--- config.mk ---
export PLATFORM = sky130hd
export DESIGN_NAME = polynomial_arccos_approx
export DESIGN_NICKNAME = d
export VERILOG_FILES = /design/src/hdl/pacos_pkg.sv /design/src/hdl/pacos_front.sv /design/src/hdl/pacos_stage.sv /design/src/hdl/pacos_back.sv /design/src/hdl/polynomial_arccos_approx.sv
export SDC_FILE = /design/constraint.sdc
export NUM_CORES = 2
export LEC_CHECK = 0
export BUFFER_PORTS_ARGS = -buffer_cell sky130_fd_sc_hd__buf_4
export CAP_MARGIN = 20
export CORE_UTILIZATION = 55
export DETAILED_ROUTE_END_ITERATION = 12
export GPL_TIMING_DRIVEN = 0
export PLACE_DENSITY = 0.79
export SETUP_SLACK_MARGIN = 0.02
export SLEW_MARGIN = 0
export SYNTH_ARGS = -nofsm -noshare
export SYNTH_HDL_FRONTEND = slang
export SYNTH_SLANG_ARGS = --single-unit
--- constraint.sdc ---
create_clock -name clk -period 12.7 [get_ports clk]
set_input_delay 0.635 -clock clk [delete_from_list [all_inputs] [get_ports clk]]
set_output_delay 0.635 -clock clk [all_outputs]
set_load 0.02 [all_outputs]
--- src/hdl/pacos_pkg.sv ---
`default_nettype none

package pacos_pkg;

  localparam int FRAC_BITS_DEF = 16;
  localparam int IN_W          = 18;
  localparam int OUT_W         = 18;
  localparam int HORNER_STEPS  = 3;

  localparam logic [63:0] DEC_DEN = 64'd1000000000000000000;

  // Decimal magnitudes scaled by 1e18.
  localparam logic [63:0] NUM_A3 = 64'd20873044290785601;
  localparam logic [63:0] NUM_A2 = 64'd76876940416167189;
  localparam logic [63:0] NUM_A1 = 64'd212871094165645952;
  localparam logic [63:0] NUM_A0 = 64'd1570758353652096590;
  localparam logic [63:0] NUM_PI = 64'd3141592653589793238;

  typedef struct packed {
    logic neg;
    logic derr;
  } pacos_flags_t;

  // Round a decimal constant to frac fraction bits, ties away from zero.
  function automatic logic signed [63:0] round_const(input logic [63:0] num,
                                                     input logic neg,
                                                     input int frac);
    logic [63:0] r;
    logic [63:0] acc;
    r   = num % DEC_DEN;
    acc = num / DEC_DEN;
    for (int i = 0; i <= frac; i++) begin
      r   = r << 1;
      acc = acc << 1;
      if (r >= DEC_DEN) begin
        acc = acc | 64'd1;
        r   = r - DEC_DEN;
      end
    end
    acc = (acc + 64'd1) >> 1;
    return neg ? -$signed(acc) : $signed(acc);
  endfunction

  // Coefficient added after Horner step idx.
  function automatic logic signed [63:0] horner_coef(input int idx, input int frac);
    logic signed [63:0] c;
    case (idx)
      0:       c = round_const(NUM_A2, 1'b0, frac);
      1:       c = round_const(NUM_A1, 1'b1, frac);
      default: c = round_const(NUM_A0, 1'b0, frac);
    endcase
    return c;
  endfunction

endpackage

`default_nettype wire

--- src/hdl/pacos_front.sv ---
`default_nettype none

module pacos_front #(
  parameter int FRAC_BITS = pacos_pkg::FRAC_BITS_DEF
) (
  input  wire logic                              clk,
  input  wire logic                              rst,
  input  wire logic                              in_valid,
  output logic                                   in_ready,
  input  wire logic signed [pacos_pkg::IN_W-1:0] in_cos,
  output logic                                   out_valid,
  input  wire logic                              out_ready,
  output pacos_pkg::pacos_flags_t                out_flags,
  output logic [FRAC_BITS:0]                     out_mag,
  output logic [2*FRAC_BITS+1:0]                 out_rem
);
  import pacos_pkg::*;

  localparam int CW = (FRAC_BITS + 2 > IN_W + 1) ? FRAC_BITS + 2 : IN_W + 1;
  localparam int RW = 2 * FRAC_BITS + 2;
  localparam logic [FRAC_BITS:0] ONE    = {1'b1, {FRAC_BITS{1'b0}}};
  localparam logic [CW-1:0]      ONE_CW = CW'(ONE);
  localparam logic [CW-1:0]      WRAP   = CW'(1) << IN_W;

  logic                  valid;
  pacos_flags_t          flags;
  logic [FRAC_BITS:0]    mag;
  logic [RW-1:0]         rem;

  logic                  neg_next;
  logic [CW-1:0]         raw_u;
  logic [CW-1:0]         mag_ext;
  logic                  over;
  logic [FRAC_BITS:0]    mag_next;
  logic [RW-1:0]         rem_next;

  always_comb begin
    neg_next = in_cos[IN_W-1];
    raw_u    = CW'({1'b0, in_cos});
    mag_ext  = neg_next ? (WRAP - raw_u) : raw_u;
    over     = mag_ext > ONE_CW;
    mag_next = over ? ONE : mag_ext[FRAC_BITS:0];
    rem_next = RW'(ONE - mag_next) << FRAC_BITS;
  end

  assign in_ready  = !valid || out_ready;
  assign out_valid = valid;
  assign out_flags = flags;
  assign out_mag   = mag;
  assign out_rem   = rem;

  always_ff @(posedge clk) begin
    if (rst) begin
      valid <= 1'b0;
    end else if (in_ready) begin
      valid <= in_valid;
    end
  end

  always_ff @(posedge clk) begin
    if (in_valid && in_ready) begin
      flags.neg  <= neg_next;
      flags.derr <= over;
      mag        <= mag_next;
      rem        <= rem_next;
    end
  end

endmodule

`default_nettype wire

--- src/hdl/pacos_stage.sv ---
`default_nettype none

// One root bit per stage; the first stages also run one Horner step.
module pacos_stage #(
  parameter int FRAC_BITS = pacos_pkg::FRAC_BITS_DEF,
  parameter int IDX       = 0
) (
  input  wire logic                          clk,
  input  wire logic                          rst,
  input  wire logic                          in_valid,
  output logic                               in_ready,
  input  wire pacos_pkg::pacos_flags_t       in_flags,
  input  wire logic [FRAC_BITS:0]            in_mag,
  input  wire logic signed [FRAC_BITS+2:0]   in_p,
  input  wire logic [2*FRAC_BITS+1:0]        in_rem,
  input  wire logic [FRAC_BITS:0]            in_root,
  output logic                               out_valid,
  input  wire logic                          out_ready,
  output pacos_pkg::pacos_flags_t            out_flags,
  output logic [FRAC_BITS:0]                 out_mag,
  output logic signed [FRAC_BITS+2:0]        out_p,
  output logic [2*FRAC_BITS+1:0]             out_rem,
  output logic [FRAC_BITS:0]                 out_root
);
  import pacos_pkg::*;

  localparam int PW = FRAC_BITS + 3;
  localparam int RW = 2 * FRAC_BITS + 2;
  localparam int NB = FRAC_BITS + 1;
  localparam int BI = NB - 1 - IDX;

  logic                  valid;
  pacos_flags_t          flags;
  logic [FRAC_BITS:0]    mag;
  logic signed [PW-1:0]  p;
  logic [RW-1:0]         rem;
  logic [FRAC_BITS:0]    root;

  logic signed [PW-1:0]  p_next;
  logic [RW-1:0]         trial;
  logic                  take;
  logic [RW-1:0]         rem_next;
  logic [FRAC_BITS:0]    root_next;

  if (IDX < HORNER_STEPS) begin : g_horner
    localparam logic signed [PW-1:0] COEF = PW'(horner_coef(IDX, FRAC_BITS));
    logic signed [PW+FRAC_BITS+1:0] prod;
    logic signed [PW+FRAC_BITS+1:0] prod_sh;
    always_comb begin
      prod    = in_p * $signed({1'b0, in_mag});
      prod_sh = prod >>> FRAC_BITS;
      p_next  = PW'(prod_sh) + COEF;
    end
  end else begin : g_pass
    assign p_next = in_p;
  end

  always_comb begin
    trial     = (RW'(in_root) << (BI + 1)) + (RW'(1) << (2 * BI));
    take      = in_rem >= trial;
    rem_next  = take ? (in_rem - trial) : in_rem;
    root_next = take ? (in_root | (NB'(1) << BI)) : in_root;
  end

  assign in_ready  = !valid || out_ready;
  assign out_valid = valid;
  assign out_flags = flags;
  assign out_mag   = mag;
  assign out_p     = p;
  assign out_rem   = rem;
  assign out_root  = root;

  always_ff @(posedge clk) begin
    if (rst) begin
      valid <= 1'b0;
    end else if (in_ready) begin
      valid <= in_valid;
    end
  end

  always_ff @(posedge clk) begin
    if (in_valid && in_ready) begin
      flags <= in_flags;
      mag   <= in_mag;
      p     <= p_next;
      rem   <= rem_next;
      root  <= root_next;
    end
  end

endmodule

`default_nettype wire

--- src/hdl/pacos_back.sv ---
`default_nettype none

// Product with the root, then reflection about pi for negative inputs.
module pacos_back #(
  parameter int FRAC_BITS = pacos_pkg::FRAC_BITS_DEF
) (
  input  wire logic                         clk,
  input  wire logic                         rst,
  input  wire logic                         in_valid,
  output logic                              in_ready,
  input  wire pacos_pkg::pacos_flags_t      in_flags,
  input  wire logic signed [FRAC_BITS+2:0]  in_p,
  input  wire logic [FRAC_BITS:0]           in_root,
  output logic                              out_valid,
  input  wire logic                         out_stall,
  output logic [pacos_pkg::OUT_W-1:0]       out_angle,
  output logic                              out_derr
);
  import pacos_pkg::*;

  localparam int PW  = FRAC_BITS + 3;
  localparam int AGW = FRAC_BITS + 3;
  localparam int XW  = (FRAC_BITS + 4 > OUT_W + 1) ? FRAC_BITS + 4 : OUT_W + 1;
  localparam logic signed [XW-1:0] PI = XW'(round_const(NUM_PI, 1'b0, FRAC_BITS));

  logic                  m_valid;
  pacos_flags_t          m_flags;
  logic signed [AGW-1:0] m_ang;
  logic                  m_ready;

  logic                  o_valid;
  logic [OUT_W-1:0]      o_angle;
  logic                  o_derr;
  logic                  o_ready;

  logic signed [PW+FRAC_BITS+1:0] prod;
  logic signed [PW+FRAC_BITS+1:0] prod_sh;
  logic signed [AGW-1:0]          ang_next;
  logic signed [XW-1:0]           ang_x;
  logic signed [XW-1:0]           diff;
  logic signed [XW-1:0]           res;

  always_comb begin
    prod     = in_p * $signed({1'b0, in_root});
    prod_sh  = prod >>> FRAC_BITS;
    ang_next = AGW'(prod_sh);
  end

  always_comb begin
    ang_x = XW'(m_ang);
    diff  = m_flags.neg ? (PI - ang_x) : ang_x;
    res   = diff[XW-1] ? '0 : diff;
  end

  assign o_ready   = !o_valid || !out_stall;
  assign m_ready   = !m_valid || o_ready;
  assign in_ready  = m_ready;
  assign out_valid = o_valid;
  assign out_angle = o_angle;
  assign out_derr  = o_derr;

  always_ff @(posedge clk) begin
    if (rst) begin
      m_valid <= 1'b0;
      o_valid <= 1'b0;
    end else begin
      if (m_ready) begin
        m_valid <= in_valid;
      end
      if (o_ready) begin
        o_valid <= m_valid;
      end
    end
  end

  always_ff @(posedge clk) begin
    if (in_valid && m_ready) begin
      m_flags <= in_flags;
      m_ang   <= ang_next;
    end
    if (m_valid && o_ready) begin
      o_angle <= res[OUT_W-1:0];
      o_derr  <= m_flags.derr;
    end
  end

endmodule

`default_nettype wire

--- src/hdl/polynomial_arccos_approx.sv ---
// Channel  Handshake             Payload
// input    in_valid / in_stall   cos_value  (18b signed, FRAC_BITS fraction bits)
// output   out_valid / out_stall angle (18b unsigned), domain_error (1b)
//
// One word per cycle sustained while out_stall is low.
// Latency is set by the square root, one result bit per stage (FRAC_BITS + 1
// stages); the cubic runs alongside in the first three of them.
// rst is synchronous and clears only the valid bits.
// Each stage holds while its successor is full and stalled; bubbles collapse.
`default_nettype none

module polynomial_arccos_approx #(
  parameter int FRAC_BITS = pacos_pkg::FRAC_BITS_DEF
) (
  input  wire logic                              clk,
  input  wire logic                              rst,
  input  wire logic                              in_valid,
  output logic                                   in_stall,
  input  wire logic signed [pacos_pkg::IN_W-1:0] cos_value,
  output logic                                   out_valid,
  input  wire logic                              out_stall,
  output logic [pacos_pkg::OUT_W-1:0]            angle,
  output logic                                   domain_error
);
  import pacos_pkg::*;

  localparam int PW = FRAC_BITS + 3;
  localparam int RW = 2 * FRAC_BITS + 2;
  localparam int NB = FRAC_BITS + 1;
  localparam logic signed [PW-1:0] A3 = PW'(round_const(NUM_A3, 1'b1, FRAC_BITS));

  logic                  valid_s [0:NB];
  logic                  ready_s [0:NB];
  pacos_flags_t          flags_s [0:NB];
  logic [FRAC_BITS:0]    mag_s   [0:NB];
  logic signed [PW-1:0]  p_s     [0:NB];
  logic [RW-1:0]         rem_s   [0:NB];
  logic [FRAC_BITS:0]    root_s  [0:NB];
  logic                  front_ready;

  assign in_stall  = !front_ready;
  assign p_s[0]    = A3;
  assign root_s[0] = '0;

  pacos_front #(.FRAC_BITS(FRAC_BITS)) u_front (
    .clk       (clk),
    .rst       (rst),
    .in_valid  (in_valid),
    .in_ready  (front_ready),
    .in_cos    (cos_value),
    .out_valid (valid_s[0]),
    .out_ready (ready_s[0]),
    .out_flags (flags_s[0]),
    .out_mag   (mag_s[0]),
    .out_rem   (rem_s[0])
  );

  for (genvar k = 0; k < NB; k++) begin : g_stage
    pacos_stage #(.FRAC_BITS(FRAC_BITS), .IDX(k)) u_stage (
      .clk       (clk),
      .rst       (rst),
      .in_valid  (valid_s[k]),
      .in_ready  (ready_s[k]),
      .in_flags  (flags_s[k]),
      .in_mag    (mag_s[k]),
      .in_p      (p_s[k]),
      .in_rem    (rem_s[k]),
      .in_root   (root_s[k]),
      .out_valid (valid_s[k+1]),
      .out_ready (ready_s[k+1]),
      .out_flags (flags_s[k+1]),
      .out_mag   (mag_s[k+1]),
      .out_p     (p_s[k+1]),
      .out_rem   (rem_s[k+1]),
      .out_root  (root_s[k+1])
    );
  end

  pacos_back #(.FRAC_BITS(FRAC_BITS)) u_back (
    .clk       (clk),
    .rst       (rst),
    .in_valid  (valid_s[NB]),
    .in_ready  (ready_s[NB]),
    .in_flags  (flags_s[NB]),
    .in_p      (p_s[NB]),
    .in_root   (root_s[NB]),
    .out_valid (out_valid),
    .out_stall (out_stall),
    .out_angle (angle),
    .out_derr  (domain_error)
  );

endmodule

`default_nettype wire

Yosys cells after proc, flatten, opt, wreduce, memory -nomap -nowiden
Index checks and enable logic that the tools add are counted.
{"block": "word_totals", "reg_bits": 1321, "input_bits": 22, "out_inout_bits": 21, "wordCells": 274}
{"block": "op_classes", "addsub": 38, "n_mul": 4, "n_lt_le_gt_ge": 18, "mux": 20, "n_reduce_logical": 62}
{"op": "$ge A34 B34 Y1", "count": 16}
{"op": "$mux W34", "count": 16}
{"op": "$sub A34 B34 Y34", "count": 15}
{"op": "$mul A19 B18 Y35", "count": 3}
{"op": "$add A33 B31 Y34 const B", "count": 1}
{"op": "$ge A34 B33 Y1 const B", "count": 1}
{"op": "$mux W17", "count": 2}
{"op": "$sub A34 B33 Y34 const B", "count": 1}
{"op": "$add A32 B29 Y33 const B", "count": 1}
{"op": "$add A31 B27 Y32 const B", "count": 1}
{"op": "$add A30 B25 Y31 const B", "count": 1}
{"op": "$add A29 B23 Y30 const B", "count": 1}
{"op": "$add A28 B21 Y29 const B", "count": 1}
{"op": "$add A27 B19 Y28 const B", "count": 1}
{"op": "$add A26 B17 Y27 const B", "count": 1}
{"op": "$mul A9 B18 Y27 const A", "count": 1}
{"op": "$add A25 B15 Y26 const B", "count": 1}
{"op": "$add A24 B13 Y25 const B", "count": 1}
{"op": "$add A23 B11 Y24 const B", "count": 1}
{"op": "$add A22 B9 Y23 const B", "count": 1}
{"op": "$add A21 B7 Y22 const B", "count": 1}
{"op": "$logic_not A1 Y1", "count": 22}
{"op": "$add A20 B5 Y21 const B", "count": 1}
{"op": "$add A19 B3 Y20 const B", "count": 1}
{"op": "other kinds (12)", "count": 50}

Longest topological paths before layout
{"block": "depth", "word_depth": 22, "depth_mapped": 30, "mapped_depth_nobuf": 29}

By module
A second synthesis with hierarchy kept.
{"block": "unflattened", "cells_unflattened": 11182, "hier_area_um2": 124151.6}
{"module": "pacos_stage (g_stage[1].u_stage)", "instances": 1, "cells_each": 1658, "area_per_inst_um2": 16115.5}
{"module": "pacos_stage (g_stage[0].u_stage)", "instances": 1, "cells_each": 1626, "area_per_inst_um2": 15970.3}
{"module": "pacos_stage (g_stage[2].u_stage)", "instances": 1, "cells_each": 1632, "area_per_inst_um2": 15960.3}
{"module": "pacos_back", "instances": 1, "cells_each": 1391, "area_per_inst_um2": 13051.3}
{"module": "pacos_stage (g_stage[15].u_stage)", "instances": 1, "cells_each": 353, "area_per_inst_um2": 4628.2}
{"module": "pacos_stage (g_stage[13].u_stage)", "instances": 1, "cells_each": 361, "area_per_inst_um2": 4508.1}
{"module": "pacos_stage (g_stage[14].u_stage)", "instances": 1, "cells_each": 355, "area_per_inst_um2": 4504.3}
{"module": "pacos_stage (g_stage[12].u_stage)", "instances": 1, "cells_each": 348, "area_per_inst_um2": 4410.5}
{"module": "pacos_stage (g_stage[9].u_stage)", "instances": 1, "cells_each": 337, "area_per_inst_um2": 4370.4}
{"module": "pacos_stage (g_stage[11].u_stage)", "instances": 1, "cells_each": 344, "area_per_inst_um2": 4347.9}
{"module": "pacos_stage (g_stage[16].u_stage)", "instances": 1, "cells_each": 339, "area_per_inst_um2": 4342.9}
{"module": "pacos_stage (g_stage[10].u_stage)", "instances": 1, "cells_each": 347, "area_per_inst_um2": 4341.7}
{"module": "pacos_stage (g_stage[8].u_stage)", "instances": 1, "cells_each": 324, "area_per_inst_um2": 4334.2}
{"module": "pacos_stage (g_stage[7].u_stage)", "instances": 1, "cells_each": 312, "area_per_inst_um2": 4297.9}
{"module": "6 more rows"}

Worst setup path before layout
No wires, ideal clock.
{"block": "synth_path", "path_kind": "reg-to-reg", "startpoint": "register g_stage[0].u_stage.mag[9]", "endpoint": "register g_stage[1].u_stage.p[18], data pin", "setup_time_ps": 260, "t_arrival_ps": 6998, "t_required_ps": 12440, "slack_ps": 5442, "path_stages_with_launch": 26, "path_buffers": 3, "period_less_slack_ps": 7258, "path_cell_list": "edfxtp_1 > clkbuf_1 > clkbuf_1 > nand2_1 > fa_1 > inv_1 > fa_1 > fa_1 > fa_1 > fa_1 > inv_1 > fa_1 > inv_1 > ha_1 > clkbuf_1 > a21oi_1 > nand3_1 > nor3_1 > nor2_1 > and2_1 > or3_1 > a41oi_2 > o211ai_2 > or4b_1 > and3_1 > xnor2_1"}
{"block": "synth_between", "elab_chain_cells": 2}
{"element": "from (decl)", "line_no": "pacos_stage.sv:34", "rtl": "logic [FRAC_BITS:0] mag;"}
{"element": "from (signal assigned)", "line_no": "pacos_stage.sv:84", "rtl": "mag <= in_mag;"}
{"element": "$mul A19 B18 Y35", "line_no": "pacos_stage.sv:50", "rtl": "prod = in_p * $signed({1'b0, in_mag});"}
{"element": "$add A19 B15 Y19", "line_no": "pacos_stage.sv:52", "rtl": "p_next = PW'(prod_sh) + COEF;"}
{"element": "net g_stage[1].u_stage.p_next[18]", "line_no": "pacos_stage.sv:39", "rtl": "logic signed [PW-1:0] p_next;"}
{"element": "to (signal assigned)", "line_no": "pacos_stage.sv:85", "rtl": "p <= p_next;"}
{"element": "to (decl)", "line_no": "pacos_stage.sv:35", "rtl": "logic signed [PW-1:0] p;"}
The timed path passes the listed nets, and every way through them passes these cells.
A chain may end at the register's enable or synchronous reset.

Worst setup path after layout
{"block": "layout_path", "startpoint": "register g_stage[0].u_stage.mag[12]", "endpoint": "register g_stage[1].u_stage.p[18], data pin"}
The elaborated chain is that of the path after synthesis.

==> summary.md <==
| Metric | Value |
|---|---|
| Final number of setup-violating endpoints | 0 |
| Post-CTS setup buffers | 0 |
| Slew of the pin with the lowest slew margin | 0.9875 ns |
| Fin nets | 8717 |
| CP most frequent cell | fa_1 |
| Clk slew on worst S/H paths | 0.06 ns |
| Crit path max fanout | 10 |
| Main synth FF type | edfxtp_1 |
| Final max-slew violation count | 0 |
| Antenna Nets Post-Route | 0 |
| CTS tree | yes |
| Synth async-reset ratio | 0% |
| Pre-antenna DRT Iters | 8 |
| CTS H-tree lvls | 3 |
| Hold Crit Depth | 1 |
| Via count | 49967 |
| Die height | 379.7 um |
| Post-route cell area | 0.08503 mm^2 |
| RSZ-0062 raised after global routing | false |
| Clk buf depth | 3 |
| Worst path max stage delay | 0.60 ns |
| Cells after Synth | 7041 |
| I/O pin count | 43 |
| WL/cell | 18.17 um |
| # hold bufs at CTS | 0 |
| Req. time, crit path | 13.15 ns |
| Setup TNS Final | 0 ns |
| CP bufs+invs | 6 |
| Max-Cap Viols | 0 |
| TritonCTS buffer count | 99 |
| Hold Crit Class | primary input to register |
| Worst path top cell family by delay | adder cells |
| Max Clk Rate | 112.8 MHz |
| CP Depth | 26 |
| First-pass GRT wire length | 273.8 mm |
| Min cycle time layout | 8.869 ns |
| Width of the die | 379.7 um |
| Synth warn | 0 |
| Vias in the first global route | 53690 |
| Yosys cell types | 93 |
| Worst path slowest cell | clkbuf_1 |
| Syn avg cell area | 11.15 um^2 |
| Worst Path Arrival | 9.32 ns |
| Sequential cell area fraction in the yosys report | 37.05% |
| Commonest non-fill, non-tap cells in the layout | inv_1 (1437), fa_1 (983), edfxtp_1 (955), nand2_1 (702), ha_1 (506) |
| CTS Sinks | 975 |
| Layout cells sized above 1 | 4.103% |
| Port bufs | 39 |
| Reg2reg path depth | 26 |
| Detailed Place HPWL | 133.8 mm |
| Die ar. | 0.1442 mm^2 |
| Tot GR Track Use | 23.84% |
| Setup CP Type | register to register |
| Clock latency on the worst-skew pair | 0.72 ns |
| Min Hold Slack | 0.1562 ns |
| #FFs+latches synth | 975 |
| Vias/cell | 5.442 |
| Synthesized Nets | 8552 |
| Initial antenna violation count | 2 |
| Largest net degree at the start of global routing | 40 |
| Mapped Area | 0.07848 mm^2 |
| Run status | complete, no violations |
| Total gr overflow | 0 |
| Area Growth Syn to Fin | 8.343% |
| Area post-placement | 0.08180 mm^2 |
| Skew final | 0.02695 ns |
| GP Congestion | 0.9561 |
| Final wirelength | 166.8 mm |
| DRC viols | 0 |
| Worst R2R Setup Slack | 3.83 ns |
| Core footprint | 0.1416 mm^2 |
| Fin crit share | 69.83% |
| Critical Path Sink Type | register |
| CTS root buf | clkbuf_16 |
| Hold Vio Cnt, Final | 0 |
| Rows | 138 |
| Most common cell after layout, fill and taps aside | inv_1 |
| Cts repair resizes | 0 |
| Number of flops mapped to enable cells by yosys | 955 |
| Slew headroom | 33.77% |
| Startpoint types | register |
| Starting density of the core | 55.43% |
| 1st-iter DRT viols | 3312 |
[flip-flops by register name, indices dropped and copies added (netlist names)]
| register | flops |
|---|---|
| g_stage.u_stage.out_root | 153 |
| g_stage.u_stage.out_mag | 34 |
| u_back.out_valid | 1 |
| u_back.m_ang | 19 |
| u_back.m_flags | 2 |
| u_front.out_rem | 17 |
| u_front.out_flags | 2 |
| u_back.out_angle | 18 |
| g_stage.u_stage.out_valid | 17 |
| u_front.out_mag | 17 |
| g_stage.u_stage.out_p | 323 |
| u_back.m_valid | 1 |
| g_stage.u_stage.out_rem | 335 |
| u_front.out_valid | 1 |
| g_stage.u_stage.out_flags | 34 |
| u_back.out_derr | 1 |
[per-stage QoR]
step | setup slack [ns] | cells | utilization (%)
floorplan | 5.442 | 7041 | -
global placement | 3.119 | 8970 | 57.31
detailed placement | 3.602 | 8994 | 57.77
CTS | 3.567 | 9177 | 60.04
global route | 3.404 | 9179 | 60.05
finish | 3.831 | 9181 | 60.05
[synthesized netlist by cell type, types with 21 or more instances]
cell,instances,area [um^2]
nand2_1,702,2635
nand4_1,24,150.1
clkbuf_1,180,675.7
nor2b_1,40,250.2
nor2_1,263,987.2
fa_1,983,19680
a21o_1,68,510.5
nand2b_1,36,225.2
xor2_1,150,1314
edfxtp_1,955,28680
or3_1,34,212.7
o21a_1,38,285.3
o21bai_1,40,300.3
a21oi_1,203,1016
xnor2_1,237,2076
nand3_1,57,285.3
inv_1,1437,5394
nor4_1,26,162.7
o21ai_0,133,665.6
and2_1,476,2978
nor3_1,81,405.4
and3_1,29,181.4
ha_1,506,6331
a211oi_1,21,157.7
[layer usage]
| layer | vias to the layer above | GRT usage (%) | routed length, um |
|---|---|---|---|
| li1 | 22826 | - | - |
| met3 | 491 | 3.713 | 10460 |
| met1 | 24958 | 28.91 | 63790 |
| met4 | 2 | 10.28 | 8066 |
| met5 | - | 0 | 13 |
| met2 | 1690 | 42.08 | 84470 |
[logic make-up (layout without fill, tap and decap cells)]
group                    count (synthesis)  count (layout)  share of synthesized area (%)
AND/OR/NAND/NOR                       1866            1866                          11.80
buffers and inverters                 1632            1879                          7.818
adder cells (fa/ha/maj)               1489            1489                          33.14
flip-flops                             975             975                          37.05
AO/OA/AOI/OAI                          663             663                          5.454
XOR/XNOR                               388             388                          4.354
multiplexers                            27              27                         0.3779
other                                    1               4                       0.004778
[final timing paths]
path                                   from                            to
min reg2reg    g_stage[5].u_stage.out_p[18]  g_stage[6].u_stage.out_p[18]
min                           cos_value[17]          u_front.out_flags[1]
max          g_stage[0].u_stage.out_mag[12]  g_stage[1].u_stage.out_p[18]
max reg2reg  g_stage[0].u_stage.out_mag[12]  g_stage[1].u_stage.out_p[18]
[area by class of cell]
| cell class | instances | area [um^2] |
|---|---|---|
| repair buffers | 64 | 795.8 |
| diodes | 3 | 7.507 |
| well taps | 1890 | 2365 |
| fillers | 10894 | 56560 |
| clock buffers | 110 | 2519 |
| flip-flops and latches | 975 | 29080 |
| inverters | 1437 | 5394 |
| multi-input cells | 4434 | 43430 |
| clock inverters | 73 | 696.9 |
| plain buffers | 195 | 742.0 |
Power is left out: the tool's default activity adds up to more than one toggle a clock period on the data nets, which glitch-free logic cannot reach.
